<file path="src/hdl/key_scan_debounce_events_top_assert.svh">
// Assertion macros for the key scan debouncer.
// The first form checks a property that holds at every edge.
// The second form checks that a condition is followed by a consequence in the next cycle.
`ifndef KEY_SCAN_DEBOUNCE_EVENTS_TOP_ASSERT_SVH
`define KEY_SCAN_DEBOUNCE_EVENTS_TOP_ASSERT_SVH
`ifndef SYNTH
`define KSDE_ASSERT(lbl, prop) \
  lbl: assert property (@(posedge clk_i) disable iff (!rst_ni) (prop)) \
    else $error("key scan debouncer: assertion failed");
`define KSDE_ASSERT_NEXT(lbl, ante, cons) \
  lbl: assert property (@(posedge clk_i) disable iff (!rst_ni) (ante) |=> (cons)) \
    else $error("key scan debouncer: assertion failed");
`else
`define KSDE_ASSERT(lbl, prop)
`define KSDE_ASSERT_NEXT(lbl, ante, cons)
`endif
`endif

</file>
<file path="src/hdl/ksde_pkg.sv">
package ksde_pkg;

  // Fixed field widths.
  localparam int unsigned SCAN_W = 64;
  localparam int unsigned NOTE_W = 7;

  // Default geometry.
  localparam int unsigned WINDOW_SCANS_DEF   = 8;
  localparam int unsigned KEY_GROUPS_DEF     = 8;
  localparam int unsigned KEYS_PER_GROUP_DEF = 8;

  // Base note after reset.
  localparam logic [NOTE_W-1:0] BASE_NOTE_RESET = 7'd48;

  typedef enum logic [1:0] {
    ST_IDLE,
    ST_LOAD,
    ST_SWEEP
  } ksde_state_e;

endpackage

</file>
<file path="src/hdl/ksde_scan_if.sv">
interface ksde_scan_if;
  logic                        valid;
  logic                        ready;
  logic [ksde_pkg::SCAN_W-1:0] scan_bits;

  modport source (output valid, output scan_bits, input ready);
  modport sink (input valid, input scan_bits, output ready);
endinterface

</file>
<file path="src/hdl/ksde_event_if.sv">
interface ksde_event_if;
  logic                        valid;
  logic                        ready;
  logic [ksde_pkg::NOTE_W-1:0] note_number;
  logic                        note_on;
  logic                        last_event;

  modport source (output valid, output note_number, output note_on, output last_event,
                  input ready);
  modport sink (input valid, input note_number, input note_on, input last_event,
                output ready);
endinterface

</file>
<file path="src/hdl/key_scan_debounce_events_top.sv">
// A scan that does not end a window is accepted while idle and yields no event.
// A scan that ends a window moves the block to a load state and then a sweep that steps
// over the key indices up to the last changed key, held while an event waits for output.
// Throughput: one scan per cycle inside a window; a window end holds off the next scan
// until the load and the sweep are done, and output stalls lengthen the sweep.
// Reset: asynchronous, active low; all keys released, window empty, base note 48.
`include "key_scan_debounce_events_top_assert.svh"

module key_scan_debounce_events_top #(
  parameter int unsigned WINDOW_SCANS   = ksde_pkg::WINDOW_SCANS_DEF,
  parameter int unsigned KEY_GROUPS     = ksde_pkg::KEY_GROUPS_DEF,
  parameter int unsigned KEYS_PER_GROUP = ksde_pkg::KEYS_PER_GROUP_DEF
) (
  input  logic                        clk_i,
  input  logic                        rst_ni,
  input  logic                        cfg_we_i,
  input  logic [ksde_pkg::NOTE_W-1:0] cfg_wdata_i,
  ksde_scan_if.sink                   scan_i,
  ksde_event_if.source                event_o
);

  // Number of keys that are actually scanned, and the counter widths that follow.
  localparam int unsigned NKEYS     = KEY_GROUPS * KEYS_PER_GROUP;
  localparam int unsigned KEY_CNT_W = (NKEYS > 1) ? $clog2(NKEYS) : 1;
  localparam int unsigned WIN_W     = $clog2(WINDOW_SCANS);
  localparam logic [WIN_W-1:0] WIN_LAST = WIN_W'(WINDOW_SCANS - 1);

  ksde_pkg::ksde_state_e state_q, state_d;

  logic [WIN_W-1:0]                win_idx_q, win_idx_d;
  logic [NKEYS-1:0]                first_q, first_d;
  logic [KEY_GROUPS-1:0]           stable_q, stable_d;
  logic [NKEYS-1:0]                changes_q, changes_d;
  logic [NKEYS-1:0]                key_state_q, key_state_d;
  logic [KEY_CNT_W-1:0]            key_cnt_q, key_cnt_d;
  logic [ksde_pkg::NOTE_W-1:0]     base_note_q;

  logic                            out_valid_q;
  logic [ksde_pkg::NOTE_W-1:0]     out_note_q;
  logic                            out_on_q;
  logic                            out_last_q;

  logic                            in_ready;
  logic                            in_fire;
  logic                            slot_free;
  logic                            cur_change;
  logic                            emit;
  logic                            advance;
  logic [NKEYS-1:0]                key_onehot;
  logic [NKEYS-1:0]                changes_rest;
  logic [NKEYS-1:0]                stable_bits;
  logic [KEY_GROUPS-1:0]           group_eq;

  // Each group of the incoming scan is compared against the first scan of the window.
  // A group stays stable only while every scan so far matches that first scan, so the
  // window itself never has to be stored.
  always_comb begin
    for (int g = 0; g < KEY_GROUPS; g++) begin
      group_eq[g] = (scan_i.scan_bits[g*KEYS_PER_GROUP +: KEYS_PER_GROUP] ==
                     first_q[g*KEYS_PER_GROUP +: KEYS_PER_GROUP]);
    end
    for (int k = 0; k < NKEYS; k++) begin
      stable_bits[k] = stable_q[k / KEYS_PER_GROUP];
    end
  end

  // The sweep looks at one key per cycle unless a change waits on a busy output slot.
  // The key under the counter is the one whose change bit is read; the remaining change
  // mask tells whether an event found now is the last one of this scan.
  always_comb begin
    key_onehot   = '0;
    key_onehot[key_cnt_q] = 1'b1;
    cur_change   = changes_q[key_cnt_q];
    changes_rest = changes_q & ~key_onehot;
  end

  // Control outputs of the sequencer.
  always_comb begin
    in_ready  = (state_q == ksde_pkg::ST_IDLE);
    in_fire   = in_ready && scan_i.valid;
    slot_free = !out_valid_q || event_o.ready;
    emit      = (state_q == ksde_pkg::ST_SWEEP) && cur_change && slot_free;
    advance   = (state_q == ksde_pkg::ST_SWEEP) && (!cur_change || slot_free);
  end

  // Next state of the sequencer.
  always_comb begin
    state_d = state_q;
    case (state_q)
      ksde_pkg::ST_IDLE: begin
        if (in_fire && (win_idx_q == WIN_LAST)) begin
          state_d = ksde_pkg::ST_LOAD;
        end
      end
      ksde_pkg::ST_LOAD: begin
        state_d = ksde_pkg::ST_SWEEP;
      end
      ksde_pkg::ST_SWEEP: begin
        if (changes_q == '0) begin
          state_d = ksde_pkg::ST_IDLE;
        end
      end
      default: begin
        state_d = ksde_pkg::ST_IDLE;
      end
    endcase
  end

  // Datapath next values.
  always_comb begin
    win_idx_d   = win_idx_q;
    first_d     = first_q;
    stable_d    = stable_q;
    changes_d   = changes_q;
    key_state_d = key_state_q;
    key_cnt_d   = key_cnt_q;

    if (in_fire) begin
      if (win_idx_q == WIN_LAST) begin
        win_idx_d = '0;
      end else begin
        win_idx_d = win_idx_q + 1'b1;
      end
      if (win_idx_q == '0) begin
        // The first scan of a window starts every group off as stable.
        first_d  = scan_i.scan_bits[NKEYS-1:0];
        stable_d = '1;
      end else begin
        stable_d = stable_q & group_eq;
      end
    end

    if (state_q == ksde_pkg::ST_LOAD) begin
      // A key changes when its stable group disagrees with the stored key state.
      changes_d = (first_q ^ key_state_q) & stable_bits;
      key_cnt_d = '0;
    end

    if (advance) begin
      key_cnt_d = key_cnt_q + 1'b1;
    end

    if (emit) begin
      changes_d   = changes_rest;
      key_state_d = key_state_q ^ key_onehot;
    end
  end

  always_ff @(posedge clk_i or negedge rst_ni) begin
    if (!rst_ni) begin
      state_q     <= ksde_pkg::ST_IDLE;
      win_idx_q   <= '0;
      changes_q   <= '0;
      key_state_q <= '1;
      key_cnt_q   <= '0;
      base_note_q <= ksde_pkg::BASE_NOTE_RESET;
      out_valid_q <= 1'b0;
    end else begin
      state_q     <= state_d;
      win_idx_q   <= win_idx_d;
      changes_q   <= changes_d;
      key_state_q <= key_state_d;
      key_cnt_q   <= key_cnt_d;
      if (cfg_we_i) begin
        base_note_q <= cfg_wdata_i;
      end
      if (emit) begin
        out_valid_q <= 1'b1;
      end else if (event_o.ready) begin
        out_valid_q <= 1'b0;
      end
    end
  end

  // Window contents and the output payload need no reset: they are only read after
  // they have been written.
  always_ff @(posedge clk_i) begin
    first_q  <= first_d;
    stable_q <= stable_d;
    if (emit) begin
      out_note_q <= base_note_q + ksde_pkg::NOTE_W'(key_cnt_q);
      out_on_q   <= ~first_q[key_cnt_q];
      out_last_q <= (changes_rest == '0);
    end
  end

  // The output register decouples the sweep from the event sink: one event transfer
  // per cycle while the sink keeps ready high.
  assign scan_i.ready        = in_ready;
  assign event_o.valid       = out_valid_q;
  assign event_o.note_number = out_note_q;
  assign event_o.note_on     = out_on_q;
  assign event_o.last_event  = out_last_q;

  // The scan that closes a window always starts the evaluation.
  `KSDE_ASSERT_NEXT(a_window_end_loads, in_fire && (win_idx_q == WIN_LAST),
                    state_q == ksde_pkg::ST_LOAD)
  // An emitted key is retired from the change mask and its stored state flips.
  `KSDE_ASSERT_NEXT(a_emit_retires, emit,
                    (changes_q[$past(key_cnt_q)] == 1'b0) &&
                    (key_state_q[$past(key_cnt_q)] != $past(key_state_q[key_cnt_q])))
  // An event flagged last leaves no pending change behind.
  `KSDE_ASSERT_NEXT(a_last_empties, emit && (changes_rest == '0), changes_q == '0)
  // A sweep with nothing left returns to idle.
  `KSDE_ASSERT_NEXT(a_sweep_done, (state_q == ksde_pkg::ST_SWEEP) && (changes_q == '0),
                    state_q == ksde_pkg::ST_IDLE)

endmodule

</file>
<file path="src/flat_wrapper.sv">
// flat-port wrapper written by rule: the top's interface ports become plain ports
module key_scan_debounce_events_top_flat 
#(
  parameter int unsigned WINDOW_SCANS   = ksde_pkg::WINDOW_SCANS_DEF,
  parameter int unsigned KEY_GROUPS     = ksde_pkg::KEY_GROUPS_DEF,
  parameter int unsigned KEYS_PER_GROUP = ksde_pkg::KEYS_PER_GROUP_DEF
)
  (clk_i, rst_ni, cfg_we_i, cfg_wdata_i, scan_i_valid, scan_i_scan_bits, scan_i_ready, event_o_valid, event_o_note_number, event_o_note_on, event_o_last_event, event_o_ready);
  ksde_scan_if scan_i_i ();
  ksde_event_if event_o_i ();
  input  logic clk_i;
  input  logic rst_ni;
  input  logic cfg_we_i;
  input  logic [ksde_pkg::NOTE_W-1:0] cfg_wdata_i;
  input wire logic [$bits(scan_i_i.valid)-1:0] scan_i_valid;
  input wire logic [$bits(scan_i_i.scan_bits)-1:0] scan_i_scan_bits;
  output wire logic [$bits(scan_i_i.ready)-1:0] scan_i_ready;
  output wire logic [$bits(event_o_i.valid)-1:0] event_o_valid;
  output wire logic [$bits(event_o_i.note_number)-1:0] event_o_note_number;
  output wire logic [$bits(event_o_i.note_on)-1:0] event_o_note_on;
  output wire logic [$bits(event_o_i.last_event)-1:0] event_o_last_event;
  input wire logic [$bits(event_o_i.ready)-1:0] event_o_ready;
  assign scan_i_i.valid = scan_i_valid;
  assign scan_i_i.scan_bits = scan_i_scan_bits;
  assign scan_i_ready = scan_i_i.ready;
  assign event_o_valid = event_o_i.valid;
  assign event_o_note_number = event_o_i.note_number;
  assign event_o_note_on = event_o_i.note_on;
  assign event_o_last_event = event_o_i.last_event;
  assign event_o_i.ready = event_o_ready;
  key_scan_debounce_events_top #(.WINDOW_SCANS(WINDOW_SCANS), .KEY_GROUPS(KEY_GROUPS), .KEYS_PER_GROUP(KEYS_PER_GROUP)) u_core (.clk_i(clk_i), .rst_ni(rst_ni), .cfg_we_i(cfg_we_i), .cfg_wdata_i(cfg_wdata_i), .scan_i(scan_i_i), .event_o(event_o_i));
endmodule
</file>
<file path="config.mk">
export PLATFORM = sky130hd
export DESIGN_NAME = key_scan_debounce_events_top_flat
export DESIGN_NICKNAME = d
export VERILOG_FILES = /design/src/hdl/ksde_pkg.sv /design/src/hdl/ksde_scan_if.sv /design/src/hdl/ksde_event_if.sv /design/src/hdl/key_scan_debounce_events_top.sv /design/src/flat_wrapper.sv
export VERILOG_INCLUDE_DIRS = /design/src /design/src/hdl
export SDC_FILE = /design/constraint.sdc
export NUM_CORES = 1
export LEC_CHECK = 0
export BUFFER_PORTS_ARGS = -buffer_cell sky130_fd_sc_hd__buf_2
export CAP_MARGIN = 10
export CORE_MARGIN = 1.5
export CORE_UTILIZATION = 37
export DETAILED_ROUTE_END_ITERATION = 8
export PLACE_DENSITY = 0.55
export REMOVE_ABC_BUFFERS = 1
export SYNTH_ARGS = -nofsm -noshare
export SYNTH_HDL_FRONTEND = slang
export SYNTH_SLANG_ARGS = --single-unit
</file>
<file path="constraint.sdc">
create_clock -name clk_i -period 11.9 [get_ports clk_i]
set_clock_uncertainty 0.05 [all_clocks]
set_input_delay 1.19 -clock clk_i [delete_from_list [all_inputs] [get_ports clk_i]]
set_output_delay 1.19 -clock clk_i [all_outputs]
set_load 0.02 [all_outputs]
</file>
==> results of run 1 <==
==> per-layer routing <==
layer | up-vias | track usage
met5 | - | 0
met4 | 0 | 0.0652
met3 | 75 | 0.0335
met2 | 353 | 0.332
met1 | 4595 | 0.316
li1 | 4084 | -
==> cell usage after synthesis, drive strengths merged (3+ instances only) <==
cell / number / share of area
buf: 40 / 0.021
nand2b: 5 / 0.0025
nor4: 95 / 0.095
nor2b: 6 / 0.0030
o21ai: 77 / 0.031
nand4: 20 / 0.010
mux2i: 32 / 0.026
mux2: 14 / 0.013
nor3: 7 / 0.0032
and2: 3 / 0.0015
a22oi: 11 / 0.0066
inv: 9 / 0.0029
dfstp: 66 / 0.14
dfrtp: 81 / 0.16
o221ai: 3 / 0.0021
clkbuf: 28 / 0.0085
edfxtp: 81 / 0.20
xor2: 97 / 0.068
or3: 6 / 0.0034
xnor2: 100 / 0.071
ha: 10 / 0.010
nor2: 10 / 0.0030
o22ai: 91 / 0.047
and3: 3 / 0.0015
o211ai: 3 / 0.0018
nand2: 96 / 0.029
a21oi: 10 / 0.0040
nand3: 29 / 0.012
==> cell usage in the layout, fill, tap and decap left out, types with 29 or more instances in the layout <==
master,instances
sky130_fd_sc_hd__buf_2,85
sky130_fd_sc_hd__dfrtp_1,80
sky130_fd_sc_hd__dfstp_2,66
sky130_fd_sc_hd__edfxtp_1,81
sky130_fd_sc_hd__mux2i_1,32
sky130_fd_sc_hd__nand2_1,96
sky130_fd_sc_hd__nand3_1,29
sky130_fd_sc_hd__nor4_1,53
sky130_fd_sc_hd__nor4_4,37
sky130_fd_sc_hd__o21ai_0,75
sky130_fd_sc_hd__o22ai_1,89
sky130_fd_sc_hd__xnor2_1,100
sky130_fd_sc_hd__xor2_1,97
==> worst max path at each step <==
stage,from,to,slack [ns]
after floorplan,event_o_ready,u_core.key_cnt_q[4],2.91
final,u_core.key_cnt_q[3],u_core.key_state_q[12],7.45
after detailed placement,u_core.key_cnt_q[3],u_core.key_state_q[11],7.53
after CTS,u_core.key_cnt_q[3],u_core.key_state_q[11],7.52
after global routing,u_core.key_cnt_q[3],u_core.key_state_q[12],7.33
after global placement,u_core.key_cnt_q[3],u_core.key_state_q[12],7.61
==> metrics by stage <==
step                power, W  setup slack (ns)  hold slack [ns]  cell area [µm²]
floorplan            0.00208              2.91            0.437            12100
global placement     0.00256              7.61            0.456            13200
detailed placement   0.00256              7.53            0.469            13200
CTS                  0.00340              7.52            0.480            14100
global route         0.00358              7.33            0.486            14100
finish               0.00340              7.45            0.479            14100
==> area by class of cell <==
class / instances / area [µm²] / area share
Sequential cell: 228 / 6190 / 0.439
Multi-Input combinational cell: 756 / 5850 / 0.415
Clock buffer: 46 / 838 / 0.0595
Timing Repair Buffer: 106 / 587 / 0.0416
Tap cell: 442 / 553 / 0.0392
Clock inverter: 3 / 40.0 / 0.00284
Inverter: 9 / 36.3 / 0.00257
==> power breakdown <==
group / leakage, nW / internal (W) / total (W) / switching, W
Combinational: 2.16 / 0.000421 / 0.00117 / 0.000751
Sequential: 2.42 / 0.00109 / 0.00141 / 0.000316
Clock: 0.430 / 0.000496 / 0.000823 / 0.000327
Total: 5.01 / 0.00201 / 0.00340 / 0.00139
==> cells by family after synthesis <==
logic type	after synthesis	share of synthesized area
and+or+nand+nor	286	0.168
DFF	228	0.499
AOI/OAI and AO/OA	214	0.108
xor gates and xnor gates	197	0.139
buffers and inverters	77	0.0327
muxes	48	0.0421
adders and majority gates	11	0.0117
==> registers in the layout, indices dropped and copies added, names as in the netlist <==
name,count
u_core.stable_q,8
u_core.first_q,64
u_core.state_q,2
u_core.key_state_q,64
u_core.key_cnt_q,6
u_core.changes_q,64
u_core.base_note_q,7
u_core.event_o.valid,1
u_core.event_o.last_event,1
u_core.event_o.note_number,7
u_core.win_idx_q,3
u_core.event_o.note_on,1
==> out/metrics.yaml, run 1 <==
cells_and_area:
  post-route-util: 0.430
  syn_to_final_growth_pct: 13.5
  drive_gt1_frac: 0.246
  layout.cells.non_filler: 1590
  finalNetCount: 1215
  fill_cell_total_of_the_finished_layout: 3117
  antenna-diode-count: 0
routing:
  drt_iter0_drc: 755
  post_drt_via_cell_ratio: 5.73
  drt-wirelength-per-cell_um: 23.2
  wl_met2_mm: 16.3
  route.vias.total: 9107
  wl_met1_mm: 17.1
  routed-wl-met3_mm: 2.45
  detail-route-antenna-nets: 0
  route.top_layer_used: "met4"
  drt_pass1_iterations: 5
  drcViolationCount: 0
  finalWirelength_mm: 36.9
floorplan:
  floorplan.rows: 66
  fp.dieArea_mm2: 0.0347
  die_height_um: 186
  initial_utilization: 0.379
  core_mm2: 0.0328
  io-pin-count: 87
  floorplan.die.width_um: 186
cts:
  clock_path_buffers: 3
  cts_resized: 0
  tritoncts.num_buffers: 27
  htreeDepth: 1
  post_cts.repair.setup_buffers: 0
  clock_insertion_delay_worst_skew_ns: 0.54
  cts-root-buf: "sky130_fd_sc_hd__clkbuf_16"
  cts_hold_buffers: 0
  clk_transition_reported_paths_ns: 0.06
  tritoncts_clock_tree: "built"
  cts_sinks: 228
critical_path:
  cp_data_arrival_time_ns: 4.84
  rr_startpoint: "u_core.key_cnt_q[3]"
  maximum_fanout_along_the_worst_path: 36
  timing.setup.critical_path_class: "flip-flop to flip-flop"
  r2r.worst_path.cells: 7
  critical-path-slowest-cell: "sky130_fd_sc_hd__nand3_1"
  startpoint_type: "flip-flop"
  crit_path_end_kind: "flip-flop"
  critPathMaxStageDelay_ns: 0.92
  rr_endpoint: "u_core.key_state_q[12]"
  critical_path_buf_inv_count: 2
  worstSetupPathDepth: 7
  path_cells: "nand3_1 -> o22ai_1 -> o41ai_4 -> buf_4 -> buf_4 -> nor4_1 -> xor2_1"
  cp.required_ns: 12.30
  crit_top_cell: "sky130_fd_sc_hd__buf_4"
  setup.reg_to_reg.worst_slack_ns: 7.45
  critPathTopFamily: "buffers and inverters"
power_and_ir_drop:
  power.ir.vdd_worst_v: 0.000137
  power.leakage_nw: 5.01
  power_density_mw_per_mm2: 241
timing:
  timing.final.crit_share: 0.374
  maxSlewHeadroom: 0.143
  finalSetupTns_ns: 0
  layout_min_cycle_time_ns: 4.45
  grt_setup_unrepaired: "false"
  finalSetupViolations: 0
  final_max_slew_viol_count: 0
  timing.final.hold_violations: 0
  worst_pin_slew_ns: 1.28
  timing.fmax_mhz: 225
global_route:
  grt_max_degree: 81
  grt_pass1_vias: 9121
  grt-ovfl-total: 0
  antenna_found_initial: 1
  grt_pass1_wl_mm: 56.9
  global_route.usage.total: 0.217
placed_design:
  placement.io_buffers: 86
  place_inst: 1541
  globalplace.congestion: 0.915
  dpl.hpwl_mm: 24.2
min_path:
  worst_hold_startpoint: "u_core.key_state_q[35]"
  hold_path_class: "flip-flop to flip-flop"
  worst_hold_path.endpoint: "u_core.key_state_q[35]"
  worstHoldPathCells: 1
yosys:
  yosys_synthesis_warning_count: 0
  synthCells: 1061
  synth_enable_flop_cells: 81
  netlist-cell-type-count: 63
  syn_area_mm2: 0.0124
  synth_top_flop_cell: "sky130_fd_sc_hd__edfxtp_1"
  synth.yosys.seq_area_share: 0.499
  async_reset_ff_frac: 0.645
  syn_avg_cell_area_um2: 11.7
  synth-seq-cells: 228
outcome:
  run_status: "complete, no violations"
run:
  max_cap_violations: 0
(Power assumes the default switching activity.)
==> inputs of run 2 (changes only) <==
Settings changed: ABC_AREA from default to 1, PLACE_DENSITY 0.55 to 0.57.
Clock period 11.9 ns to 4 ns, I/O delays scaled along.
==> run 2 against run 1 <==
Non-clock buffer count is 73 higher; worst hold slack worse by 0.45 ns; clock power grew to 3.0 times the previous value; critical path type unchanged; largest cell class is now multi-input gates.
==> out/metrics.yaml, run 2 <==
outcome:
  run_status: "complete, no violations"
critical_path:
  cp_data_arrival_time_ns: 3.75
  timing.setup.critical_path_class: "flip-flop to flip-flop"
  critical_path_buf_inv_count: 2
  critical-path-slowest-cell: "sky130_fd_sc_hd__clkinv_1"
  crit_top_cell: "sky130_fd_sc_hd__nor2_1"
  startpoint_type: "flip-flop"
  critPathMaxStageDelay_ns: 0.79
  maximum_fanout_along_the_worst_path: 42
  critPathTopFamily: "simple AND/OR/NAND/NOR gates"
  cp.required_ns: 4.38
  crit_path_end_kind: "flip-flop"
  path_cells: "buf_4 -> nor2_1 -> clkinv_1 -> nor2_1 -> nor2_1 -> nor3_1 -> nand4_1 -> nor3_1 -> nand2_1 -> nor2_1"
global_route:
  global_route.usage.total: 0.221
  grt_max_degree: 86
  antenna_found_initial: 0
  grt-ovfl-total: 0
  grt_pass1_vias: 12027
  grt_pass1_wl_mm: 67.0
cells_and_area:
  layout.cells.most_common_list: "sky130_fd_sc_hd__nand2_1, sky130_fd_sc_hd__inv_1, sky130_fd_sc_hd__nor2_1"
  drive_gt1_frac: 0.132
  syn_to_final_growth_pct: 17.6
  mostFrequentLayoutCell: "sky130_fd_sc_hd__nand2_1"
  finalNetCount: 1986
  post-route-util: 0.443
  reg_top3: "u_core.changes_q: 64 flops, u_core.first_q: 64 flops, u_core.key_state_q: 64 flops"
  antenna-diode-count: 0
  finalInstanceArea_mm2: 0.0163
routing:
  route.vias.total: 12303
  drt_pass1_iterations: 7
  detail-route-antenna-nets: 0
  drt_iter0_drc: 1100
  drt-wirelength-per-cell_um: 17.7
  finalWirelength_mm: 42.4
  drcViolationCount: 0
  post_drt_via_cell_ratio: 5.15
cts:
  clk_transition_reported_paths_ns: 0.06
  cts_sinks: 228
  tritoncts_clock_tree: "built"
  clock_path_buffers: 3
  post_cts.repair.setup_buffers: 0
  tritoncts.num_buffers: 28
  htreeDepth: 1
  cts_resized: 0
  cts-root-buf: "sky130_fd_sc_hd__clkbuf_16"
  clock_insertion_delay_worst_skew_ns: 0.57
  cts_hold_buffers: 65
yosys:
  yosys_synthesis_warning_count: 0
  synth_common_cells: "sky130_fd_sc_hd__nand2_1, sky130_fd_sc_hd__inv_1, sky130_fd_sc_hd__nor2_1"
  netlist-cell-type-count: 44
  synth_top_flop_cell: "sky130_fd_sc_hd__edfxtp_1"
  async_reset_ff_frac: 0.645
  synth_enable_flop_cells: 81
  synth-seq-cells: 228
  syn_avg_cell_area_um2: 7.82
  synthCells: 1768
  synth.yosys.seq_area_share: 0.448
  synth_area_leaders: "sky130_fd_sc_hd__edfxtp_1, sky130_fd_sc_hd__nand2_1, sky130_fd_sc_hd__dfrtp_1"
  syn_area_mm2: 0.0138
  yosys.cell_count.top_type: "sky130_fd_sc_hd__nand2_1"
  yosysTopAreaCellShare: 0.176
  synth_top_area_cell: "sky130_fd_sc_hd__edfxtp_1"
power_and_ir_drop:
  p_sw_w: 0.00581
  sw_frac_of_total: 0.467
  power.leakage_nw: 7.80
  internal_power_w: 0.00664
  power_frac_comb: 0.479
  power.clock.fraction: 0.202
  power.ir.vdd_worst_v: 0.000582
  power_density_mw_per_mm2: 766
  share_seq_of_total_power: 0.320
timing:
  timing.final.crit_share: 0.843
  finalSetupTns_ns: 0
  worst_pin_slew_ns: 0.985
  final_max_slew_viol_count: 0
  maxSlewHeadroom: 0.339
  grt_setup_unrepaired: "false"
  timing.fmax_mhz: 296
  timing.final.hold_violations: 0
  layout_min_cycle_time_ns: 3.37
  finalSetupViolations: 0
floorplan:
  initial_utilization: 0.377
  die_height_um: 196
  io-pin-count: 87
  floorplan.die.width_um: 196
  floorplan.rows: 70
  fp.dieArea_mm2: 0.0385
  core_mm2: 0.0367
run:
  max_cap_violations: 0
placed_design:
  globalplace.congestion: 0.866
  placement.cell_area_mm2: 0.0147
  placement.io_buffers: 86
  dpl.hpwl_mm: 29.0
min_path:
  hold_path_class: "input port to flip-flop"
run 2: cell count changes in the layout (fill, tap and decap cells not counted), sizes merged, moves of 32 or more:
cell,before,now
nor4,95,17
dlygate4sd3,0,65
nand2,96,564
nand3,29,125
nand4,20,87
nor2,10,157
xnor2,100,47
inv,9,174
mux2i,32,0
o22ai,91,19
run 2: logic make-up after synthesis:
group / share of synthesized area
AOI/OAI and AO/OA: 0.0489
xor gates and xnor gates: 0.108
adders and majority gates: 0.0105
buffers and inverters: 0.0774
DFF: 0.448
muxes: 0.00489
and+or+nand+nor: 0.303
run 2: worst paths after layout:
check                                            start                   endpoint  slack, ns  cells after the start
worst max-delay path               u_core.key_cnt_q[0]  u_core.event_o.last_event       0.63                     10
worst max register to register     u_core.key_cnt_q[0]  u_core.event_o.last_event       0.63                     10
worst min-delay path              scan_i_scan_bits[21]         u_core.first_q[21]       0.03                      1
max in group asynchronous                       rst_ni     u_core.key_state_q[40]       2.52                      3
worst min register to register  u_core.key_state_q[53]     u_core.key_state_q[53]       0.44                      2
min in group asynchronous                       rst_ni       u_core.changes_q[29]       0.44                      2
run 2: worst register-to-register path: stages, from the launching register on:
cell                       delay (ns)
sky130_fd_sc_hd__dfrtp_1         0.39
sky130_fd_sc_hd__buf_4           0.27
sky130_fd_sc_hd__nor2_1          0.22
sky130_fd_sc_hd__clkinv_1        0.79
sky130_fd_sc_hd__nor2_1          0.44
sky130_fd_sc_hd__nor2_1          0.11
sky130_fd_sc_hd__nor3_1          0.23
sky130_fd_sc_hd__nand4_1         0.14
sky130_fd_sc_hd__nor3_1          0.40
sky130_fd_sc_hd__nand2_1         0.10
sky130_fd_sc_hd__nor2_1          0.10
run 2: per-layer routing:
layer  track usage  part of all wire  routed length (µm)
met1         0.304              0.45               19200
met2         0.348              0.45               18900
met3        0.0373             0.063                2680
met4        0.0803             0.038                1600
met5             0                 0                   0
run 2: area by class of cell:
| type | count | area [µm²] |
|---|---|---|
| clock buffers | 48 | 887 |
| clock inverters | 4 | 20.0 |
| fillers | 3668 | 20400 |
| inverters | 177 | 664 |
| multi-input cells | 1285 | 6580 |
| flip-flops and latches | 228 | 6190 |
| well taps | 468 | 586 |
| repair buffers | 179 | 1320 |
run 2: power groups by stage:
stage                     Combinational [W]  Sequential, W  Clock [W]
after CTS                           0.00592        0.00397    0.00256
after floorplan                     0.00393        0.00392          0
after global placement              0.00579        0.00399          0
after detailed placement            0.00587        0.00399          0
after global routing                0.00668        0.00406    0.00265
final                               0.00596        0.00398    0.00251
run 2: through the flow:
stage	total power [W]	setup WS (ns)	instances	hold WS (ns)
after CTS	0.0125	0.752	2389	0.00796
final	0.0125	0.627	2389	0.0293
after global routing	0.0134	0.509	2389	0.00621
after detailed placement	0.00986	0.767	2272	0.432
after floorplan	0.00785	-2.37	1690	0.0544
after global placement	0.00977	0.791	2272	0.425
==> inputs of run 3 (changes only) <==
Settings changed: ABC_AREA 1 to 0, PLACE_DENSITY 0.57 to 0.55.
Clock period 4 ns to 3.35 ns, I/O delays scaled along.
==> run 3 against run 2 <==
First-iteration DRC count is 25% lower; count of clock-buffer cells in the layout is 10 lower; register-to-register slack worse by 0.35 ns.
==> out/metrics.yaml, run 3 (synthesis results as in run 1) <==
power_and_ir_drop:
  share_seq_of_total_power: 0.393
  power.leakage_nw: 5.55
  power.ir.vdd_worst_v: 0.000479
  totalPowerFinal_w: 0.0126
  power_frac_comb: 0.368
  power.clock.fraction: 0.239
  p_sw_w: 0.00506
  sw_frac_of_total: 0.401
  power_density_mw_per_mm2: 828
  internal_power_w: 0.00757
critical_path:
  path_cells: "inv_2 -> or3_1 -> o22ai_2 -> o41ai_4 -> nor2_1"
  critPathMaxStageDelay_ns: 0.77
  rr_endpoint: "u_core.event_o.note_number[3]"
  cp.required_ns: 3.47
  maximum_fanout_along_the_worst_path: 15
  startpoint_type: "flip-flop"
  critical-path-slowest-cell: "sky130_fd_sc_hd__nor2_1"
  capturing_instance_or_port_of_the_critical_path: "u_core.event_o.note_number[3]"
  rr_startpoint: "u_core.key_cnt_q[3]"
  timing.setup.critical_path_class: "flip-flop to flip-flop"
  setup.reg_to_reg.worst_slack_ns: 0.28
  r2r.worst_path.cells: 5
  setup.worst_path.start: "u_core.key_cnt_q[3]"
  crit_path_end_kind: "flip-flop"
  cp_data_arrival_time_ns: 3.19
global_route:
  grt_pass1_wl_mm: 58.3
  grt_max_degree: 78
  antenna_found_initial: 0
  grt-ovfl-total: 0
  grt_pass1_vias: 9474
  global_route.usage.total: 0.223
floorplan:
  core_mm2: 0.0328
  initial_utilization: 0.379
  die_height_um: 186
  floorplan.die.width_um: 186
  floorplan.rows: 66
  io-pin-count: 87
  fp.dieArea_mm2: 0.0347
routing:
  drt_iter0_drc: 824
  drt_pass1_iterations: 7
  post_drt_via_cell_ratio: 5.53
  finalWirelength_mm: 37.8
  drcViolationCount: 0
  route.vias.total: 9420
  drt-wirelength-per-cell_um: 22.2
  detail-route-antenna-nets: 0
placed_design:
  globalplace.congestion: 0.921
  placement.io_buffers: 86
  dpl.hpwl_mm: 26.0
  place_inst: 1579
outcome:
  run_status: "complete, no violations"
cts:
  post_cts.repair.setup_buffers: 0
  clock_insertion_delay_worst_skew_ns: 0.56
  tritoncts_clock_tree: "built"
  clock_path_buffers: 3
  htreeDepth: 1
  clk_transition_reported_paths_ns: 0.06
  cts_sinks: 228
  tritoncts.num_buffers: 27
  cts-root-buf: "sky130_fd_sc_hd__clkbuf_16"
timing:
  layout_min_cycle_time_ns: 3.07
  grt_setup_unrepaired: "false"
  final_max_slew_viol_count: 0
  maxSlewHeadroom: 0.338
  timing.final.hold_violations: 0
  timing.fmax_mhz: 326
  finalSetupViolations: 0
  timing.final.crit_share: 0.917
  worst_pin_slew_ns: 0.989
cells_and_area:
  drive_gt1_frac: 0.255
  reg_top3: "u_core.changes_q: 64 flops, u_core.first_q: 64 flops, u_core.key_state_q: 64 flops"
  finalNetCount: 1326
  syn_to_final_growth_pct: 22.8
  mostFrequentLayoutCell: "sky130_fd_sc_hd__xnor2_1"
  layout.cells.most_common_list: "sky130_fd_sc_hd__xnor2_1, sky130_fd_sc_hd__xor2_1, sky130_fd_sc_hd__nand2_1"
  layout.cells.non_filler: 1703
  post-route-util: 0.465
run:
  max_cap_violations: 0
min_path:
  hold_path_class: "input port to flip-flop"
==> run 3: changes by cell type in the layout (fill, tap and decap cells not counted), moves of 32 or more <==
cell,change
sky130_fd_sc_hd__nand2_1,-466
sky130_fd_sc_hd__inv_1,-164
sky130_fd_sc_hd__nor2_1,-142
sky130_fd_sc_hd__nand3_1,-95
sky130_fd_sc_hd__o22ai_1,+70
sky130_fd_sc_hd__nand4_1,-67
sky130_fd_sc_hd__xnor2_1,+53
sky130_fd_sc_hd__nor4_4,+37
sky130_fd_sc_hd__nor4_1,+36
sky130_fd_sc_hd__mux2i_1,+32
==> run 3: timing repair <==
item	in CTS	in global routing
hold endpoints to repair	113	0
setup endpoints to repair	0	0
gates resized for setup	0	0
hold buffers	73	0
==> run 3: how the worst min path moves through the flow <==
stage	cells past startpoint	to	slack, ns	startpoint
floorplan	0	u_core.base_note_q[0]	-0.01	rst_ni
global placement	1	u_core.changes_q[34]	0.38	rst_ni
detailed placement	1	u_core.changes_q[34]	0.39	rst_ni
CTS	2	u_core.base_note_q[3]	0.11	cfg_we_i
global route	2	u_core.base_note_q[6]	0.12	cfg_we_i
finish	2	u_core.base_note_q[2]	0.12	cfg_we_i
==> run 3: cell type report <==
class,count,area [µm²]
fillers,3042,17500
flip-flops and latches,228,6190
multi-input cells,756,5850
repair buffers,217,1720
clock buffers,38,777
well taps,442,553
clock inverters,12,131
inverters,9,36.3
diodes,1,2.50
==> run 3: power by group through the flow <==
stage	clock network, W	logic (W)	registers [W]
2_1_floorplan	0	0.00273	0.00467
3_3_place_gp	0	0.00450	0.00495
3_5_place_dp	0	0.00454	0.00495
4_1_cts	0.00308	0.00463	0.00492
5_1_grt	0.00319	0.00504	0.00503
6_report	0.00302	0.00465	0.00496
==> run 3: per-layer routing <==
| metal | vias to the layer above | wire [µm] | share of wire | global-route usage |
|---|---|---|---|---|
| met5 | - | 0 | 0 | 0 |
| met3 | 70 | 2460 | 0.065 | 0.0485 |
| met4 | 0 | 1040 | 0.027 | 0.0648 |
| met2 | 320 | 16500 | 0.44 | 0.337 |
| met1 | 4716 | 17700 | 0.47 | 0.320 |
| li1 | 4314 | - | - | - |
==> run 3: per-stage QoR <==
stage / TNS, ns / hold WS (ns) / setup WS (ns) / cell area (µm²)
6_report: 0 / 0.121 / 0.279 / 15300
5_1_grt: 0 / 0.118 / 0.0554 / 15300
4_1_cts: 0 / 0.108 / 0.298 / 15300
3_5_place_dp: 0 / 0.388 / 0.312 / 13600
3_3_place_gp: 0 / 0.380 / 0.363 / 13600
2_1_floorplan: -591.78 / -0.0106 / -4.87 / 12100
==> run 3: worst max-delay path, delay by kind of cell (launching register included) <==
| kind | cells | cell delay [ns] |
|---|---|---|
| AND/OR/NAND/NOR | 2 | 1.38 |
| flip-flops | 1 | 0.60 |
| AO/OA/AOI/OAI | 2 | 0.48 |
| buffers and inverters | 1 | 0.16 |
